**config.mk**
```make
export PLATFORM = sky130hd
export DESIGN_NAME = rle8pd_parser
export DESIGN_NICKNAME = d
export VERILOG_FILES = /design/src/hdl/rle8pd_pkg.sv /design/src/hdl/rle8pd_parser.sv
export SDC_FILE = /design/constraint.sdc
export NUM_CORES = 1
export LEC_CHECK = 0
export BUFFER_PORTS_ARGS = -buffer_cell sky130_fd_sc_hd__buf_2
export CORE_AREA = 4 4 105 107
export CTS_CLUSTER_SIZE = 24
export DETAILED_ROUTE_END_ITERATION = 8
export DIE_AREA = 0 0 109 111
export PLACE_DENSITY = 0.77
export SLEW_MARGIN = 20
export SYNTH_ARGS = -nofsm -noshare
export SYNTH_HDL_FRONTEND = slang
export SYNTH_SLANG_ARGS = --single-unit
```
**constraint.sdc**
```tcl
create_clock -name clk_i -period 6 [get_ports clk_i]
set_input_delay 0.9 -clock clk_i [delete_from_list [all_inputs] [get_ports clk_i]]
set_output_delay 0.9 -clock clk_i [all_outputs]
set_load 0.03 [all_outputs]
```
**src/hdl/rle8pd_pkg.sv**
```systemverilog
// Shared types, codes and constants for the RLE8 palette bitmap decoder.
package rle8pd_pkg;

  localparam int unsigned MaxSide = 4096;
  localparam logic [12:0] SideLim = (MaxSide < 4096) ? 13'(MaxSide) : 13'd4096;

  localparam logic RegImageWidth  = 1'b0;
  localparam logic RegImageHeight = 1'b1;

  typedef enum logic [1:0] {
    KindRun = 2'd0,
    KindEol = 2'd1,
    KindEob = 2'd2,
    KindErr = 2'd3
  } kind_e;

  typedef enum logic [5:0] {
    PhFirst  = 6'b000001,
    PhSecond = 6'b000010,
    PhLit    = 6'b000100,
    PhPad    = 6'b001000,
    PhDeltaX = 6'b010000,
    PhDeltaY = 6'b100000
  } phase_e;

  typedef struct packed {
    logic        valid;
    kind_e       kind;
    logic [11:0] row;
    logic [11:0] column;
    logic [7:0]  run_length;
  } res_t;

  function automatic logic [12:0] side_clamp(logic [12:0] v);
    logic [12:0] r;
    r = v;
    if (v == 13'd0) begin
      r = 13'd1;
    end else if (v > SideLim) begin
      r = SideLim;
    end
    return r;
  endfunction

endpackage

```
**src/hdl/rle8pd_parser.sv**
```systemverilog
// Stream parser: pair/escape phases, position tracking and image size registers.
module rle8pd_parser
  import rle8pd_pkg::*;
(
  input  logic        clk_i,
  input  logic        rst_ni,
  input  logic        cfg_we_i,
  input  logic        cfg_index_i,
  input  logic [12:0] cfg_data_i,
  input  logic        step_i,
  input  logic [7:0]  byte_i,
  output res_t        res_o
);

  phase_e      phase_q, phase_d;
  logic [7:0]  fb_q, fb_d;
  logic [7:0]  lit_q, lit_d;
  logic        pad_q, pad_d;
  logic [11:0] row_q, row_d;
  logic [12:0] col_q, col_d;
  logic [12:0] w_q, w_d;
  logic [12:0] h_q, h_d;
  logic [13:0] run_end;
  res_t        res;

  assign run_end = {1'b0, col_q} + {6'd0, fb_q};

  always_comb begin
    phase_d = phase_q;
    fb_d    = fb_q;
    lit_d   = lit_q;
    pad_d   = pad_q;
    row_d   = row_q;
    col_d   = col_q;
    w_d     = w_q;
    h_d     = h_q;

    res            = '0;
    res.kind       = KindErr;
    res.row        = row_q;
    res.column     = col_q[11:0];

    if (step_i) begin
      case (phase_q)
        PhSecond: begin
          phase_d = PhFirst;
          if (fb_q != 8'd0) begin
            res.valid = 1'b1;
            if (run_end > {1'b0, w_q}) begin
              res.kind = KindErr;
            end else begin
              res.kind       = KindRun;
              res.run_length = fb_q;
              col_d          = run_end[12:0];
            end
          end else if (byte_i == 8'd0) begin
            res.valid = 1'b1;
            col_d     = 13'd0;
            if (row_q == 12'd0) begin
              res.kind = KindErr;
            end else begin
              res.kind = KindEol;
              row_d    = row_q - 12'd1;
            end
          end else if (byte_i == 8'd1) begin
            res.valid = 1'b1;
            res.kind  = KindEob;
            row_d     = 12'(h_q - 13'd1);
            col_d     = 13'd0;
          end else if (byte_i == 8'd2) begin
            res.valid = 1'b1;
            res.kind  = KindErr;
            phase_d   = PhDeltaX;
          end else begin
            lit_d   = byte_i;
            pad_d   = byte_i[0];
            phase_d = PhLit;
          end
        end
        PhLit: begin
          res.valid = 1'b1;
          if (col_q >= w_q) begin
            res.kind = KindErr;
          end else begin
            res.kind       = KindRun;
            res.run_length = 8'd1;
            col_d          = col_q + 13'd1;
          end
          lit_d = lit_q - 8'd1;
          if (lit_d == 8'd0) begin
            phase_d = pad_q ? PhPad : PhFirst;
          end
        end
        PhPad: begin
          pad_d   = 1'b0;
          phase_d = PhFirst;
        end
        PhDeltaX: phase_d = PhDeltaY;
        PhDeltaY: phase_d = PhFirst;
        default: begin
          fb_d    = byte_i;
          phase_d = PhSecond;
        end
      endcase
    end

    if (cfg_we_i) begin
      case (cfg_index_i)
        RegImageWidth: w_d = side_clamp(cfg_data_i);
        RegImageHeight: begin
          h_d   = side_clamp(cfg_data_i);
          row_d = 12'(h_d - 13'd1);
          col_d = 13'd0;
        end
        default: ;
      endcase
    end
  end

  always_ff @(posedge clk_i or negedge rst_ni) begin
    if (!rst_ni) begin
      phase_q <= PhFirst;
      fb_q    <= 8'd0;
      lit_q   <= 8'd0;
      pad_q   <= 1'b0;
      row_q   <= 12'd0;
      col_q   <= 13'd0;
      w_q     <= 13'd1;
      h_q     <= 13'd1;
    end else begin
      phase_q <= phase_d;
      fb_q    <= fb_d;
      lit_q   <= lit_d;
      pad_q   <= pad_d;
      row_q   <= row_d;
      col_q   <= col_d;
      w_q     <= w_d;
      h_q     <= h_d;
    end
  end

  assign res_o = res;

endmodule

```
==> impl_metrics.py <==
metrics = {
    "grt": {
        "grt_max_degree": 74,
        "antenna_found_initial": 0,
        "first_global_vias": 5407,
        "grt_first_pass_wirelength_mm": 27.1,
        "globalRoute.totalOverflow": 0,
        "global_route.usage.total_pct": 28.2,
    },
    "worst_setup_path": {
        "end_kind": "output pin",
        "r2r-start": "col_q[0]$_DFF_PN0_",
        "crit_path_start": "col_q[0]$_DFF_PN0_",
        "startpoint_type": "register",
        "critical_path.reg2reg.endpoint": "col_q[6]$_DFF_PN0_",
        "worst-endpoint-arrival_ns": 4.74,
        "worstPathMaxFanout": 15,
        "criticalPathCategory": "register to output pin",
        "r2r_setup_slack_ns": 1.51,
        "cp-endpoint": "res_o[7]",
        "worst_ep_required_time_ns": 5.10,
        "reg2reg_depth": 15,
    },
    "floorplan": {
        "floorplan_die_height_um": 111,
        "design.die.area_sq_mm": 0.0121,
        "dieWidth_um": 109,
        "standard_cell_rows": 37,
        "initial_core_util_pct": 58.2,
        "core_area_sq_mm": 0.0101,
        "io_pins": 61,
    },
    "cells_and_area": {
        "num_antenna_cells": 0,
        "most-common-layout-cells": "sky130_fd_sc_hd__dfrtp_1, sky130_fd_sc_hd__o21ai_0, sky130_fd_sc_hd__nand2_1, sky130_fd_sc_hd__buf_2, sky130_fd_sc_hd__nor2_1",
        "final_layout_size_suffix_gt1_share_pct": 15.8,
        "num-fill-cells": 912,
        "finish.net_count": 815,
        "most_common_cell_after_layout_fill_and_taps_aside": "sky130_fd_sc_hd__dfrtp_1",
        "areaGrowthSynthToFinish_pct": 8.25,
    },
    "clocking": {
        "setup_bufs_post_cts": 0,
        "number_of_buffers_added_by_the_clock_tree_synthesis_step": 9,
        "cts_tree": "built",
        "cts.repair.resized": 0,
        "cts-hold-fix-buffers": 0,
        "worst_setup_hold_path_clk_slew_ns": 0.08,
        "clock_sinks": 73,
        "insertion_delay_ns": 0.38,
        "clk_root_buffer_cell": "sky130_fd_sc_hd__clkbuf_8",
        "htree_num_levels": 3,
        "cts-root-to-sink-buffers": 2,
    },
    "yosys": {
        "ys.warnings.count": 0,
        "number_of_enable_type_register_cells_in_the_synthesized_netlist": 0,
        "async_flop_share_pct": 100,
        "avg_cell_area_syn_sq_um": 8.21,
        "syn_inst": 719,
        "synth-seq-area-share_pct": 31.0,
        "postSynthRegisterBits": 73,
        "main_flop_type_after_synthesis": "sky130_fd_sc_hd__dfrtp_1",
        "synth.distinct_cells": 78,
        "mappedNetlistArea_sq_mm": 0.00590,
        "synth_nets": 786,
    },
    "job": {
        "maxCapViolations": 0,
    },
    "power": {
        "p_leak_nw": 2.66,
        "switching_share_pct": 45.1,
        "peakVddDrop_uv": 164,
        "power.density_mw_per_mm2": 349,
        "net-switching-power_mw": 1.00,
        "power.total_mw": 2.23,
        "power_report.internal_total_mw": 1.22,
        "p_comb_share_pct": 47.4,
        "power_frac_clock_pct": 18.8,
        "power.share.sequential_pct": 33.7,
    },
    "routing": {
        "detail_route.drc_violations": 0,
        "drtAntennaViolNets": 0,
        "wirelength_mm": 16.6,
        "initialDrtViolationCount": 363,
        "wl_per_cell_um": 18.7,
        "vias": 5732,
        "drt_first_pass_iters": 7,
        "dr_vias_cell": 6.45,
    },
    "timing": {
        "skew_ns": 0.0160,
        "worst_pin_slew_ns": 1.11,
        "hold_viol_final": 0,
        "totalNegativeSetupSlack_ns": 0,
        "fin_crit_ns": 5.64,
        "finalCritPeriodShare_pct": 94.0,
        "slew_violations": 0,
        "achievable-frequency_mhz": 177,
        "grt_setup_unrepaired": "no",
        "slew_headroom_pct": 26.0,
        "setup_violations": 0,
    },
    "place": {
        "routabilityCongestion": 0.939,
        "port_buffers": 60,
        "dp.final_hpwl_mm": 12.3,
    },
    "min_path": {
        "hold_path_depth": 2,
        "worst_hold_path_type": "register to register",
    },
    "run_status": {
        "run_status": "complete, no violations",
    },
}
==> power groups by stage <==
stage / logic (mW) / clock network, mW / registers, mW
6_report: 1.06 / 0.420 / 0.751
3_5_place_dp: 1.04 / 0 / 0.757
4_1_cts: 1.05 / 0.422 / 0.747
2_1_floorplan: 0.799 / 0 / 0.719
5_1_grt: 1.17 / 0.446 / 0.771
3_3_place_gp: 1.01 / 0 / 0.750
==> critical path, cell delays in order (launching register included) <==
cell	delay (ns)
sky130_fd_sc_hd__dfrtp_1	0.46
sky130_fd_sc_hd__ha_1	0.28
sky130_fd_sc_hd__fa_1	0.42
sky130_fd_sc_hd__a21oi_1	0.24
sky130_fd_sc_hd__o211ai_1	0.17
sky130_fd_sc_hd__o41ai_1	0.35
sky130_fd_sc_hd__buf_4	0.23
sky130_fd_sc_hd__nor2_1	0.07
sky130_fd_sc_hd__xor2_1	0.15
sky130_fd_sc_hd__ha_1	0.30
sky130_fd_sc_hd__nand3_1	0.14
sky130_fd_sc_hd__nor2_1	0.07
sky130_fd_sc_hd__o31ai_1	0.23
sky130_fd_sc_hd__a31o_2	0.30
sky130_fd_sc_hd__and4_1	0.55
sky130_fd_sc_hd__and2_1	0.20
sky130_fd_sc_hd__buf_2	0.19
==> synth_stat cells, types with 13 or more instances <==
cell / instances / area share (%)
sky130_fd_sc_hd__and2_1: 16 / 1.7
sky130_fd_sc_hd__dfrtp_1: 70 / 30
sky130_fd_sc_hd__o21ai_0: 63 / 5.3
sky130_fd_sc_hd__nand2_1: 60 / 3.8
sky130_fd_sc_hd__nor2_1: 58 / 3.7
sky130_fd_sc_hd__nand3_1: 23 / 2.0
sky130_fd_sc_hd__xor2_1: 15 / 2.2
sky130_fd_sc_hd__nor3_1: 22 / 1.9
sky130_fd_sc_hd__nor4_1: 17 / 1.8
sky130_fd_sc_hd__clkbuf_1: 25 / 1.6
sky130_fd_sc_hd__ha_1: 40 / 8.5
sky130_fd_sc_hd__inv_1: 31 / 2.0
sky130_fd_sc_hd__nand2b_1: 18 / 1.9
sky130_fd_sc_hd__a21oi_1: 47 / 4.0
sky130_fd_sc_hd__xnor2_1: 13 / 1.9
==> layout make-up <==
type	instances	area, sq um	area share [%]
multi-input cells	569	3730	58.5
flip-flops and latches	73	1830	28.7
repair buffers	64	330	5.17
well taps	136	170	2.66
clock buffers	12	155	2.43
inverters	31	116	1.82
clock inverters	4	51.3	0.803
==> sequential cells by signal (all words and copies together) (netlist names) <==
| signal | cells |
|---|---|
| col_q | 13 |
| fb_q | 8 |
| h_q | 12 |
| lit_q | 8 |
| pad_q | 1 |
| phase_q | 6 |
| row_q | 12 |
| w_q | 13 |
==> how the worst min path moves through the flow <==
stage / start / to / slack (ns)
2_1_floorplan: w_q[10]$_DFFE_PN0P_ / w_q[10]$_DFFE_PN0P_ / 0.45
3_3_place_gp: w_q[1]$_DFFE_PN0P_ / w_q[1]$_DFFE_PN0P_ / 0.46
3_5_place_dp: w_q[8]$_DFFE_PN0P_ / w_q[8]$_DFFE_PN0P_ / 0.47
4_1_cts: w_q[8]$_DFFE_PN0P_ / w_q[8]$_DFFE_PN0P_ / 0.49
5_1_grt: w_q[6]$_DFFE_PN0P_ / w_q[6]$_DFFE_PN0P_ / 0.50
6_report: w_q[8]$_DFFE_PN0P_ / w_q[8]$_DFFE_PN0P_ / 0.49
==> logic make-up after synthesis <==
| group | synth area share, % |
|---|---|
| AO/OA/AOI/OAI | 22.8 |
| XOR/XNOR | 4.16 |
| adder cells (fa/ha/maj) | 8.82 |
| buffers and inverters | 5.89 |
| flip-flops | 31.0 |
| multiplexers | 2.44 |
| AND/OR/NAND/NOR | 24.9 |
==> through the flow <==
step                area (sq um)  std cells  util, %  hold slack (ns)  setup slack [ns]
finish                      6390        889     63.0            0.487             0.363
global route                6390        889     63.0            0.502             0.117
CTS                         6380        889     63.0            0.487             0.430
detailed placement          6180        873     60.9            0.470             0.874
global placement            6180        873     60.9            0.464              1.12
floorplan                   5900        719        -            0.450             0.820
==> per-layer routing <==
layer / part of all wire, % / vias up / track usage, % / wire length, um
met3: 5.7 / 48 / 4.02 / 949
met4: 3.5 / 0 / 13.9 / 575
met1: 43 / 2749 / 37.1 / 7090
met2: 48 / 219 / 44.8 / 8020
met5: 0 / - / 0 / 0
li1: - / 2716 / - / -
Power figures use the tool's default switching activity.
